<file path="src/rtl/jlcp_pkg.sv">
// Shared types and constants for the joystick LED chaser with PWM dimming.
// Item structs, command and status structs, and the codes used by all modules.
// No dependencies.
`default_nettype none

package jlcp_pkg;

  // Fixed field widths.
  localparam int SAMPLE_W    = 10;
  localparam int XVAL_W      = 11;
  localparam int COUNT_W     = 16;
  localparam int DIVIDEND_W  = 16;
  localparam int DIVISOR_W   = 10;
  localparam int MASK_W      = 6;
  localparam int CFG_INDEX_W = 3;
  localparam int CFG_DATA_W  = 16;

  // Offset that centers the X conversion.
  localparam logic [XVAL_W-1:0] X_CENTER = 11'd512;

  // Item kinds.
  typedef enum logic [1:0] {
    MODE_ADC = 2'd0,
    MODE_PWM = 2'd1,
    MODE_MS  = 2'd2,
    MODE_NOP = 2'd3
  } mode_t;

  // ADC channels in the order in which used conversions arrive.
  typedef enum logic [1:0] {
    CH_X = 2'd0,
    CH_Z = 2'd1,
    CH_Y = 2'd2
  } chan_t;

  // Configuration register indexes.
  typedef enum logic [CFG_INDEX_W-1:0] {
    CFG_STEP_TIME   = 3'd0,
    CFG_DEAD_BAND   = 3'd1,
    CFG_PAUSE_THR   = 3'd2,
    CFG_MOVE_THR    = 3'd3,
    CFG_PWM_PERIOD  = 3'd4,
    CFG_BRIGHT_DIV  = 3'd5,
    CFG_START_RIGHT = 3'd6,
    CFG_START_LED   = 3'd7
  } cfg_index_t;

  // Operand selection for the shared divider.
  typedef enum logic [1:0] {
    DIV_BRIGHT = 2'd0,  // Y sample / brightness divisor
    DIV_BAND   = 2'd1,  // |x| / dead band
    DIV_TIME   = 2'd2   // step time / previous quotient
  } div_sel_t;

  // Input item.
  typedef struct packed {
    logic [1:0]          mode;
    logic [SAMPLE_W-1:0] sample;
  } jlcp_in_t;

  // Result item.
  typedef struct packed {
    logic [MASK_W-1:0] led_mask;
    logic [2:0]        active_led;
    logic              moving_right;
    logic              paused;
    logic [1:0]        next_channel;
  } jlcp_out_t;

  // Commands from the controller to the datapath.
  typedef struct packed {
    logic     item_take;
    logic     apply;
    logic     div_start;
    div_sel_t div_sel;
    logic     on_load;
    logic     step_load;
    logic     out_load;
  } jlcp_cmd_t;

  // Status from the datapath to the controller.
  typedef struct packed {
    logic need_y_div;
    logic need_step_div;
    logic div_done;
  } jlcp_status_t;

endpackage

`default_nettype wire

</file>
<file path="src/rtl/jlcp_divider.sv">
// Shared restoring divider, one quotient bit per cycle.
// Depends on jlcp_pkg for the operand widths.
`default_nettype none

module jlcp_divider (
  input  wire logic                           clk,
  input  wire logic                           rst,
  input  wire logic                           start,
  input  wire logic [jlcp_pkg::DIVIDEND_W-1:0] dividend,
  input  wire logic [jlcp_pkg::DIVISOR_W-1:0]  divisor,
  output logic                                done,
  output logic [jlcp_pkg::DIVIDEND_W-1:0]      quotient
);
  import jlcp_pkg::*;

  localparam int CW = $clog2(DIVIDEND_W);

  logic                  active;
  logic [CW-1:0]         cnt;
  logic [DIVISOR_W-1:0]  dvsr;
  logic [DIVISOR_W-1:0]  rem;
  logic [DIVISOR_W:0]    rem_sh;
  logic [DIVISOR_W:0]    rem_diff;
  logic                  fits;
  logic [DIVISOR_W-1:0]  rem_next;

  // One trial subtraction on the shifted remainder.
  always_comb begin
    rem_sh   = {rem, quotient[DIVIDEND_W-1]};
    rem_diff = rem_sh - {1'b0, dvsr};
    fits     = (rem_sh >= {1'b0, dvsr});
    rem_next = fits ? rem_diff[DIVISOR_W-1:0] : rem_sh[DIVISOR_W-1:0];
  end

  // The dividend shifts out of the quotient register as quotient bits shift in.
  always_ff @(posedge clk) begin
    if (rst) begin
      active <= 1'b0;
      done   <= 1'b0;
      cnt    <= '0;
    end else begin
      done <= 1'b0;
      if (start) begin
        active   <= 1'b1;
        cnt      <= '0;
        quotient <= dividend;
        rem      <= '0;
        dvsr     <= divisor;
      end else if (active) begin
        rem      <= rem_next;
        quotient <= {quotient[DIVIDEND_W-2:0], fits};
        cnt      <= cnt + 1'b1;
        if (cnt == CW'(DIVIDEND_W - 1)) begin
          active <= 1'b0;
          done   <= 1'b1;
        end
      end
    end
  end

endmodule

`default_nettype wire

</file>
<file path="src/rtl/jlcp_datapath.sv">
// Datapath: configuration registers, chaser and PWM state, the shared divider
// and the result register. Depends on jlcp_pkg and jlcp_divider.
`default_nettype none

module jlcp_datapath #(
  parameter int LED_COUNT = 6
) (
  input  wire logic                             clk,
  input  wire logic                             rst,
  input  wire logic                             cfg_we,
  input  wire logic [jlcp_pkg::CFG_INDEX_W-1:0] cfg_index,
  input  wire logic [jlcp_pkg::CFG_DATA_W-1:0]  cfg_data,
  input  wire jlcp_pkg::jlcp_in_t               in_item,
  input  wire jlcp_pkg::jlcp_cmd_t              cmd,
  output jlcp_pkg::jlcp_status_t                status,
  output jlcp_pkg::jlcp_out_t                   out_item
);
  import jlcp_pkg::*;

  localparam int LW = $clog2(LED_COUNT);
  localparam int TW = 5;
  localparam logic [LW-1:0] LED_LAST = LW'(LED_COUNT - 1);

  // Configuration registers.
  logic [15:0] step_time_ms;
  logic [8:0]  dead_band;
  logic [9:0]  pause_threshold;
  logic [9:0]  move_threshold;
  logic [15:0] pwm_period;
  logic [9:0]  brightness_divisor;

  // Block state.
  logic [LW-1:0]      led_index;
  logic               heading_right;
  logic [COUNT_W-1:0] pwm_count;
  logic [9:0]         on_count;
  logic [XVAL_W-1:0]  x_value;
  logic [XVAL_W-1:0]  x_at_step;
  logic [9:0]         z_value;
  chan_t              adc_channel;
  logic               use_phase;
  logic [COUNT_W-1:0] wait_count;
  logic [COUNT_W-1:0] wait_target;
  logic               step_due;

  // Latched item.
  mode_t               item_mode;
  logic [SAMPLE_W-1:0] item_sample;

  // Reduce a start LED index below LED_COUNT; three subtractions cover any 3-bit value.
  function automatic logic [LW-1:0] led_wrap(input logic [2:0] v);
    logic [TW-1:0] t;
    t = TW'(v);
    for (int k = 0; k < 3; k++) begin
      if (t >= TW'(LED_COUNT)) t = t - TW'(LED_COUNT);
    end
    return t[LW-1:0];
  endfunction

  // Derived values used by the step rule.
  logic [8:0]         band;
  logic               x_neg;
  logic [XVAL_W-1:0]  x_negated;
  logic [9:0]         x_abs;
  logic               out_band;
  logic [XVAL_W:0]    dx;
  logic [XVAL_W:0]    dx_neg;
  logic [XVAL_W-1:0]  dx_abs;
  logic               dx_big;
  logic [COUNT_W-1:0] wait_inc;
  logic               step_cond;
  logic               paused_now;
  logic               dir_new;
  logic [LW-1:0]      led_next;

  always_comb begin
    band      = (dead_band == '0) ? 9'd1 : dead_band;
    x_neg     = x_value[XVAL_W-1];
    x_negated = -x_value;
    x_abs     = x_neg ? x_negated[9:0] : x_value[9:0];
    out_band  = (x_abs > {1'b0, band});
    dx        = {x_value[XVAL_W-1], x_value} - {x_at_step[XVAL_W-1], x_at_step};
    dx_neg    = -dx;
    dx_abs    = dx[XVAL_W] ? dx_neg[XVAL_W-1:0] : dx[XVAL_W-1:0];
    dx_big    = (dx_abs > {1'b0, move_threshold});
    wait_inc  = (wait_count != '1) ? wait_count + 1'b1 : wait_count;
    step_cond = step_due || dx_big || (wait_inc >= wait_target);
    paused_now = (z_value < pause_threshold);
  end

  // Direction and next LED for a step; the division path takes the sign of X.
  always_comb begin
    dir_new = cmd.step_load ? !x_neg : heading_right;
    if (dir_new) begin
      led_next = (led_index == '0) ? LED_LAST : led_index - 1'b1;
    end else begin
      led_next = (led_index == LED_LAST) ? '0 : led_index + 1'b1;
    end
  end

  // Status toward the controller, taken from the latched item.
  logic div_done;
  always_comb begin
    status               = '0;
    status.need_y_div    = (item_mode == MODE_ADC) && use_phase && (adc_channel == CH_Y);
    status.need_step_div = (item_mode == MODE_MS) && !paused_now && step_cond && out_band;
    status.div_done      = div_done;
  end

  // Divider operand selection.
  logic [DIVIDEND_W-1:0] div_dividend;
  logic [DIVISOR_W-1:0]  div_divisor;
  logic [DIVIDEND_W-1:0] div_quotient;

  always_comb begin
    case (cmd.div_sel)
      DIV_BRIGHT: begin
        div_dividend = DIVIDEND_W'(item_sample);
        div_divisor  = (brightness_divisor == '0) ? 10'd1 : brightness_divisor;
      end
      DIV_BAND: begin
        div_dividend = DIVIDEND_W'(x_abs);
        div_divisor  = DIVISOR_W'(band);
      end
      DIV_TIME: begin
        div_dividend = step_time_ms;
        div_divisor  = div_quotient[DIVISOR_W-1:0];
      end
      default: begin
        div_dividend = step_time_ms;
        div_divisor  = 10'd1;
      end
    endcase
  end

  jlcp_divider u_div (
    .clk      (clk),
    .rst      (rst),
    .start    (cmd.div_start),
    .dividend (div_dividend),
    .divisor  (div_divisor),
    .done     (div_done),
    .quotient (div_quotient)
  );

  // Item register.
  always_ff @(posedge clk) begin
    if (cmd.item_take) begin
      item_mode   <= mode_t'(in_item.mode);
      item_sample <= in_item.sample;
    end
  end

  // PWM counter update on a tick.
  logic [COUNT_W-1:0] pwm_inc;
  assign pwm_inc = pwm_count + 1'b1;

  // State updates and configuration writes; writes come last so they win.
  always_ff @(posedge clk) begin
    if (rst) begin
      step_time_ms       <= 16'd500;
      dead_band          <= 9'd50;
      pause_threshold    <= 10'd512;
      move_threshold     <= 10'd50;
      pwm_period         <= 16'd100;
      brightness_divisor <= 10'd10;
      led_index          <= '0;
      heading_right      <= 1'b1;
      pwm_count          <= '0;
      on_count           <= 10'd10;
      x_value            <= '0;
      x_at_step          <= '0;
      z_value            <= '0;
      adc_channel        <= CH_X;
      use_phase          <= 1'b0;
      wait_count         <= '0;
      wait_target        <= '0;
      step_due           <= 1'b1;
    end else begin
      if (cmd.apply) begin
        unique case (item_mode)
          MODE_ADC: begin
            if (use_phase) begin
              unique case (adc_channel)
                CH_X: begin
                  x_value     <= {1'b0, item_sample} - X_CENTER;
                  adc_channel <= CH_Z;
                end
                CH_Z: begin
                  z_value     <= item_sample;
                  adc_channel <= CH_Y;
                end
                default: adc_channel <= CH_X;
              endcase
            end
            use_phase <= !use_phase;
          end
          MODE_PWM: begin
            pwm_count <= (pwm_inc >= pwm_period) ? '0 : pwm_inc;
          end
          MODE_MS: begin
            if (paused_now) begin
              step_due <= 1'b1;
            end else if (!step_cond) begin
              wait_count <= wait_inc;
            end else if (!out_band) begin
              // Inside the dead band: keep direction, base wait.
              led_index   <= led_next;
              x_at_step   <= x_value;
              wait_target <= step_time_ms;
              wait_count  <= '0;
              step_due    <= 1'b0;
            end
          end
          default: ;
        endcase
      end

      // Brightness from the Y conversion.
      if (cmd.on_load) begin
        on_count <= div_quotient[9:0];
      end

      // Step with a wait shortened by the joystick deflection.
      if (cmd.step_load) begin
        heading_right <= dir_new;
        led_index     <= led_next;
        x_at_step     <= x_value;
        wait_target   <= div_quotient;
        wait_count    <= '0;
        step_due      <= 1'b0;
      end

      if (cfg_we) begin
        unique case (cfg_index_t'(cfg_index))
          CFG_STEP_TIME:   step_time_ms       <= cfg_data;
          CFG_DEAD_BAND:   dead_band          <= cfg_data[8:0];
          CFG_PAUSE_THR:   pause_threshold    <= cfg_data[9:0];
          CFG_MOVE_THR:    move_threshold     <= cfg_data[9:0];
          CFG_PWM_PERIOD:  pwm_period         <= cfg_data;
          CFG_BRIGHT_DIV:  brightness_divisor <= cfg_data[9:0];
          CFG_START_RIGHT: heading_right      <= cfg_data[0];
          CFG_START_LED:   led_index          <= led_wrap(cfg_data[2:0]);
          default: ;
        endcase
      end
    end
  end

  // Result register, loaded from the updated state.
  logic             pwm_on;
  logic [4:0]       li_ext;
  logic [MASK_W-1:0] mask;

  always_comb begin
    pwm_on = ({6'd0, on_count} > pwm_count);
    li_ext = 5'(led_index);
    for (int i = 0; i < MASK_W; i++) begin
      mask[i] = pwm_on && (li_ext == 5'(i));
    end
  end

  always_ff @(posedge clk) begin
    if (cmd.out_load) begin
      out_item.led_mask     <= mask;
      out_item.active_led   <= li_ext[2:0];
      out_item.moving_right <= heading_right;
      out_item.paused       <= paused_now;
      out_item.next_channel <= adc_channel;
    end
  end

endmodule

`default_nettype wire

</file>
<file path="src/rtl/jlcp_ctrl.sv">
// Controller: sequences each item through apply, divider runs and result load.
// Depends on jlcp_pkg for the command and status structs.
`default_nettype none

module jlcp_ctrl (
  input  wire logic                   clk,
  input  wire logic                   rst,
  input  wire logic                   in_valid,
  output logic                        in_ready,
  output logic                        out_valid,
  input  wire logic                   out_ready,
  input  wire jlcp_pkg::jlcp_status_t status,
  output jlcp_pkg::jlcp_cmd_t         cmd
);
  import jlcp_pkg::*;

  typedef enum logic [2:0] {
    S_IDLE,
    S_EXEC,
    S_DIV_Y,
    S_DIV_BAND,
    S_DIV_TIME,
    S_DONE
  } state_t;

  state_t state;
  logic   out_free;

  assign in_ready = (state == S_IDLE);
  assign out_free = !out_valid || out_ready;

  // Commands decoded from the state and the datapath status.
  always_comb begin
    cmd = '0;
    cmd.div_sel = DIV_BRIGHT;
    unique case (state)
      S_IDLE: cmd.item_take = in_valid;
      S_EXEC: begin
        cmd.apply = 1'b1;
        if (status.need_y_div) begin
          cmd.div_start = 1'b1;
          cmd.div_sel   = DIV_BRIGHT;
        end else if (status.need_step_div) begin
          cmd.div_start = 1'b1;
          cmd.div_sel   = DIV_BAND;
        end
      end
      S_DIV_Y:    cmd.on_load = status.div_done;
      S_DIV_BAND: begin
        cmd.div_start = status.div_done;
        cmd.div_sel   = DIV_TIME;
      end
      S_DIV_TIME: cmd.step_load = status.div_done;
      S_DONE:     cmd.out_load  = out_free;
      default: ;
    endcase
  end

  // State register and result valid flag.
  always_ff @(posedge clk) begin
    if (rst) begin
      state     <= S_IDLE;
      out_valid <= 1'b0;
    end else begin
      // A new result raises valid; an accepted result with no successor drops it.
      if (state == S_DONE && out_free) begin
        out_valid <= 1'b1;
      end else if (out_ready) begin
        out_valid <= 1'b0;
      end
      unique case (state)
        S_IDLE: if (in_valid) state <= S_EXEC;
        S_EXEC: begin
          if (status.need_y_div) state <= S_DIV_Y;
          else if (status.need_step_div) state <= S_DIV_BAND;
          else state <= S_DONE;
        end
        S_DIV_Y:    if (status.div_done) state <= S_DONE;
        S_DIV_BAND: if (status.div_done) state <= S_DIV_TIME;
        S_DIV_TIME: if (status.div_done) state <= S_DONE;
        S_DONE:     if (out_free) state <= S_IDLE;
        default: state <= S_IDLE;
      endcase
    end
  end

endmodule

`default_nettype wire

</file>
<file path="src/rtl/joystick_led_chaser_pwm_core.sv">
// Top level of the joystick LED chaser with PWM dimming.
// Depends on jlcp_pkg, jlcp_ctrl, jlcp_datapath and jlcp_divider.
//
//   Channel  Direction  Handshake              Payload
//   in       input      in_valid / in_ready    in_item  (mode, sample)
//   out      output     out_valid / out_ready  out_item (led_mask .. next_channel)
//   cfg      input      cfg_we                 cfg_index, cfg_data
//
// Every item gives one result. PWM ticks, no-op items, discarded, X and Z
// conversions and millisecond ticks without a deflected step use no divider pass.
// A Y conversion takes one pass of the shared bit-serial divider; a step with
// X outside the dead band takes two passes, band and then time. Reset is
// synchronous; the next item is taken while a result waits in the output
// register, and a stalled output holds the block before its next result.
`default_nettype none

module joystick_led_chaser_pwm_core #(
  parameter int LED_COUNT = 6
) (
  input  wire logic                             clk,
  input  wire logic                             rst,
  input  wire logic                             in_valid,
  output logic                                  in_ready,
  input  wire jlcp_pkg::jlcp_in_t               in_item,
  output logic                                  out_valid,
  input  wire logic                             out_ready,
  output jlcp_pkg::jlcp_out_t                   out_item,
  input  wire logic                             cfg_we,
  input  wire logic [jlcp_pkg::CFG_INDEX_W-1:0] cfg_index,
  input  wire logic [jlcp_pkg::CFG_DATA_W-1:0]  cfg_data
);
  import jlcp_pkg::*;

  jlcp_cmd_t    cmd;
  jlcp_status_t status;

  jlcp_ctrl u_ctrl (
    .clk       (clk),
    .rst       (rst),
    .in_valid  (in_valid),
    .in_ready  (in_ready),
    .out_valid (out_valid),
    .out_ready (out_ready),
    .status    (status),
    .cmd       (cmd)
  );

  jlcp_datapath #(
    .LED_COUNT (LED_COUNT)
  ) u_dp (
    .clk       (clk),
    .rst       (rst),
    .cfg_we    (cfg_we),
    .cfg_index (cfg_index),
    .cfg_data  (cfg_data),
    .in_item   (in_item),
    .cmd       (cmd),
    .status    (status),
    .out_item  (out_item)
  );

endmodule

`default_nettype wire
</file>
<file path="config.mk">
export PLATFORM = sky130hd
export DESIGN_NAME = joystick_led_chaser_pwm_core
export DESIGN_NICKNAME = d
export VERILOG_FILES = /design/src/rtl/jlcp_pkg.sv /design/src/rtl/jlcp_divider.sv /design/src/rtl/jlcp_datapath.sv /design/src/rtl/jlcp_ctrl.sv /design/src/rtl/joystick_led_chaser_pwm_core.sv
export SDC_FILE = /design/constraint.sdc
export NUM_CORES = 1
export LEC_CHECK = 0
export BUFFER_PORTS_ARGS = -buffer_cell sky130_fd_sc_hd__buf_2
export CAP_MARGIN = 15
export CORE_MARGIN = 3
export CORE_UTILIZATION = 50
export CTS_CLUSTER_DIAMETER = 120
export CTS_CLUSTER_SIZE = 40
export DETAILED_ROUTE_END_ITERATION = 12
export HOLD_SLACK_MARGIN = 0.05
export PLACE_DENSITY_LB_ADDON = 0.12
export SLEW_MARGIN = 0
export SYNTH_ARGS = -nofsm -noshare
export SYNTH_HDL_FRONTEND = slang
export SYNTH_SLANG_ARGS = --single-unit
</file>
<file path="constraint.sdc">
create_clock -name clk -period 7.38 [get_ports clk]
set_input_delay 1.107 -clock clk [delete_from_list [all_inputs] [get_ports clk]]
set_output_delay 1.107 -clock clk [all_outputs]
set_load 0.01 [all_outputs]
</file>
==> results.json <==
{
  "synth-seq-area-share_pct": 40.7,
  "die-height_um": 168,
  "register_bit_total_from_synthesis": 238,
  "power_frac_clock_pct": 31.1,
  "worst_hold_startpoint": "u_dp.pause_threshold[5]",
  "yosysMostFrequentCell": "sky130_fd_sc_hd__nand2_1",
  "critical_path_start": "u_dp.x_value[0]",
  "yosys.area.top_type_share_pct": 26.8,
  "area_occupied_by_multi_input_gates_sq_um": 7100,
  "synthesis.area_sq_um": 13200,
  "finalPower_uw": 2360,
  "share_seq_of_total_power_pct": 59.8,
  "dr.first_iter.drc_count": 838,
  "critical-path-slowest-cell": "sky130_fd_sc_hd__a2111o_1",
  "timing_max_transition_violations_final": 0,
  "num-nets-final": 1669,
  "fraction_of_registers_with_async_set_reset_pct": 0,
  "routed-wl-met2_um": 15500,
  "core_area_sq_um": 25500,
  "remaining_drc_errors": 0,
  "design.die.area_sq_um": 28400,
  "antenna_cells": 0,
  "clkTransAtPathRegs_ps": 130,
  "clkSinkCount": 238,
  "worst_clock_skew_ps": 27.1,
  "p_int_uw": 1740,
  "die_width_um": 168,
  "avgViaCountPerCell": 5.72,
  "place_area_sq_um": 13700,
  "critPathTopFamily": "compound AO/OA/AOI/OAI gates",
  "start_util_pct": 51.7,
  "io-pin-count": 51,
  "cts_root_buffer": "sky130_fd_sc_hd__clkbuf_16",
  "p_per_area_nw_per_um2": 168,
  "cp-end-kind": "flip-flop",
  "fillers": 2442,
  "final-hold-violation-count": 0,
  "hold_class": "flip-flop to flip-flop",
  "synthesis.instances": 1526,
  "critical_path_buf_inv_count": 5,
  "power_switching_uw": 619,
  "vias": 10700,
  "dpl.hpwl_um": 25500,
  "post-place-ws_ps": 1840,
  "layout-area-overhead-vs-synth_pct": 6.25,
  "gpl.final_weighted_congestion": 0.862,
  "cts_max_level": 1,
  "yosys-top-cells-count": "sky130_fd_sc_hd__nand2_1, sky130_fd_sc_hd__dfxtp_1, sky130_fd_sc_hd__nor2_1",
  "timing.critical_path.required_ps": 7540,
  "synthDistinctLibCells": 74,
  "mappedNetlistNets": 1662,
  "cts_inserted_buffers": 10,
  "final_core_utilization_pct": 54.9,
  "routed-wl-met3_um": 1780,
  "setup.worst_path.class": "flip-flop to flip-flop",
  "ff2ff_setup_slack_ps": 1830,
  "pin_count_of_the_biggest_net_entering_global_routing": 66,
  "post_cts_resized": 0,
  "finalInstanceArea_sq_um": 14000,
  "number_of_global_route_vias_before_repair": 10100,
  "ys.flop_type": "sky130_fd_sc_hd__dfxtp_1",
  "critPathMaxStageDelay_ps": 440,
  "antenna_found_initial": 0,
  "timing.rr.start": "u_dp.x_value[0]",
  "antenna_viol_nets_final": 0,
  "critical_path.max_fanout": 49,
  "vdd.ir_drop.worst_v": 0.000205,
  "post_synth_main_area_contributors": "sky130_fd_sc_hd__dfxtp_1, sky130_fd_sc_hd__edfxtp_1, sky130_fd_sc_hd__ha_1",
  "setup_ws_ps": 1830,
  "cp_cell_sequence": "inv_1, ha_1, inv_1, fa_1, a21o_1, a21oi_1, xnor2_1, a2111o_1, nor3b_1, nor2_1, xor2_1, ha_1, nand3_1, a21oi_1, o21ai_0, a21oi_1, a211o_1, o31a_1, buf_4, a211o_1, buf_4, nor2_1, nor2_2, buf_4",
  "leakage_uw": 0.00571,
  "cts_max_path_buffers": 3,
  "routed.top_layer": "met4",
  "slew_headroom_pct": 21.2,
  "max_freq_ghz": 0.180,
  "max-cap-violations": 0,
  "power.share.combinational_pct": 9.1,
  "synth_area_leader_cell": "sky130_fd_sc_hd__dfxtp_1",
  "status": "finished, final reports clean",
  "worst-slew-pin-transition_ps": 1180,
  "postRouteWirelength_um": 34900,
  "final_min_period_over_clock_period_pct": 75.2,
  "routed_wire_length_per_instance_um": 18.7,
  "cts_hold_repair.buffers": 0,
  "tritoncts": "built",
  "number_of_buffers_added_for_setup_after_cts": 0,
  "synth_edf_count": 61,
  "clk_latency_ps": 510,
  "drive_gt1_share_pct": 6.38,
  "layout.area.seq_sq_um": 5380,
  "synth.yosys.warnings": 0,
  "finalSetupViolCount": 0,
  "num_rows": 58,
  "switching_share_pct": 26.2,
  "global_route.usage.total_pct": 24.3,
  "final.setup.tns_ps": 0,
  "buffer_ports.inserted": 50,
  "cp_data_arrival_time_ps": 5710,
  "dr.pass1.iters": 5,
  "critical_path.startpoint_type": "flip-flop",
  "detail_route.wirelength.met1_um": 17000,
  "rsz0062_at_grt": "no",
  "syn_avg_cell_area_sq_um": 8.65,
  "first_pass_grt_wire_length_um": 55900,
  "grt.overflow.total": 0,
  "shortest_clock_period_the_worst_path_allows_after_layout_ps": 5550
}
==> power by group through the flow <==
stage	logic (uW)	clock network [uW]	registers, uW
finish	214	733	1410
global route	239	793	1420
CTS	214	746	1410
detailed placement	213	0	1440
global placement	211	0	1440
floorplan	148	0	1420
==> final cells by class <==
type | count | share of cell area, %
well taps | 330 | 2.94
repair buffers | 63 | 2.50
inverters | 123 | 3.29
clock buffers | 13 | 2.02
flip-flops and latches | 238 | 38.3
clock inverters | 3 | 0.339
multi-input cells | 1097 | 50.6
==> through the flow <==
| step | hold WS, ps | std cells |
|---|---|---|
| after CTS | 465 | 1867 |
| final | 464 | 1867 |
| after global routing | 480 | 1867 |
| after detailed placement | 448 | 1851 |
| after floorplan | 406 | 1526 |
| after global placement | 443 | 1851 |
==> worst paths after layout <==
| check | to | cells past startpoint |
|---|---|---|
| worst max-delay path | u_dp.u_div.quotient[8] | 24 |
| worst min register to register | u_dp.pause_threshold[5] | 2 |
| worst max register to register | u_dp.u_div.quotient[8] | 24 |
| worst min-delay path | u_dp.pause_threshold[5] | 2 |
==> placed cells by master (no fill, tap or decap), types with 7 or more instances in the layout <==
master	n
sky130_fd_sc_hd__nand2_1	215
sky130_fd_sc_hd__dfxtp_1	177
sky130_fd_sc_hd__nor2_1	139
sky130_fd_sc_hd__inv_1	123
sky130_fd_sc_hd__a21oi_1	121
sky130_fd_sc_hd__ha_1	98
sky130_fd_sc_hd__mux2i_1	62
sky130_fd_sc_hd__edfxtp_1	61
sky130_fd_sc_hd__buf_2	49
sky130_fd_sc_hd__nand3_1	42
sky130_fd_sc_hd__xnor2_1	42
sky130_fd_sc_hd__o21ai_0	42
sky130_fd_sc_hd__a211oi_1	32
sky130_fd_sc_hd__nor3_1	27
sky130_fd_sc_hd__a22o_1	24
sky130_fd_sc_hd__nor2b_1	22
sky130_fd_sc_hd__a21o_1	18
sky130_fd_sc_hd__nand2b_1	17
sky130_fd_sc_hd__nand4_1	14
sky130_fd_sc_hd__nand3b_1	14
sky130_fd_sc_hd__buf_4	14
sky130_fd_sc_hd__xor2_1	12
sky130_fd_sc_hd__and3_1	12
sky130_fd_sc_hd__nor4_1	11
sky130_fd_sc_hd__o21a_1	11
sky130_fd_sc_hd__a211o_1	11
sky130_fd_sc_hd__clkbuf_16	11
sky130_fd_sc_hd__a221oi_1	10
sky130_fd_sc_hd__o31ai_1	8
sky130_fd_sc_hd__or3_1	7
==> sequential cells by signal, summed over array words and instances, names as in the netlist, 2 cells and up <==
name / cells
u_dp.x_value: 10
u_dp.u_div.cnt: 4
u_dp.step_time_ms: 16
u_dp.z_value: 10
u_dp.on_count: 10
u_dp.wait_count: 16
u_dp.item_sample: 10
u_dp.x_at_step: 10
u_dp.u_div.rem: 10
u_dp.u_div.quotient: 16
u_dp.pwm_count: 16
u_dp.move_threshold: 10
u_dp.wait_target: 16
u_ctrl.state: 3
u_dp.u_div.dvsr: 10
u_dp.led_index: 3
u_dp.pwm_period: 16
u_dp.dead_band: 9
u_dp.pause_threshold: 10
u_dp.brightness_divisor: 10
u_dp.out_item: 13
u_dp.adc_channel: 2
u_dp.item_mode: 2
==> cells by family after synthesis <==
family / Yosys count / synth area share [%]
flip-flops: 238 / 40.7
buffers and inverters: 191 / 5.71
multiplexers: 65 / 4.99
AND/OR/NAND/NOR: 555 / 19.4
AO/OA/AOI/OAI: 323 / 16.0
adder cells (fa/ha/maj): 100 / 9.59
XOR/XNOR: 54 / 3.58
==> layer usage <==
metal	track usage (%)	up-vias
li1	-	5323
met1	35.9	5054
met2	38.7	260
met3	3.18	37
met4	4.73	0
met5	0	-
==> worst reg2reg max path: stages, from the launching register on <==
cell and delay (ps):
sky130_fd_sc_hd__dfxtp_1 390, sky130_fd_sc_hd__inv_1 120, sky130_fd_sc_hd__ha_1 170, sky130_fd_sc_hd__inv_1 50
sky130_fd_sc_hd__fa_1 400, sky130_fd_sc_hd__a21o_1 230, sky130_fd_sc_hd__a21oi_1 180, sky130_fd_sc_hd__xnor2_1 140
sky130_fd_sc_hd__a2111o_1 440, sky130_fd_sc_hd__nor3b_1 220, sky130_fd_sc_hd__nor2_1 70, sky130_fd_sc_hd__xor2_1 170
sky130_fd_sc_hd__ha_1 300, sky130_fd_sc_hd__nand3_1 100, sky130_fd_sc_hd__a21oi_1 110, sky130_fd_sc_hd__o21ai_0 90
sky130_fd_sc_hd__a21oi_1 220, sky130_fd_sc_hd__a211o_1 170, sky130_fd_sc_hd__o31a_1 150, sky130_fd_sc_hd__buf_4 310
sky130_fd_sc_hd__a211o_1 180, sky130_fd_sc_hd__buf_4 440, sky130_fd_sc_hd__nor2_1 100, sky130_fd_sc_hd__nor2_2 90
sky130_fd_sc_hd__buf_4 380
Power figures use the tool's default switching activity.
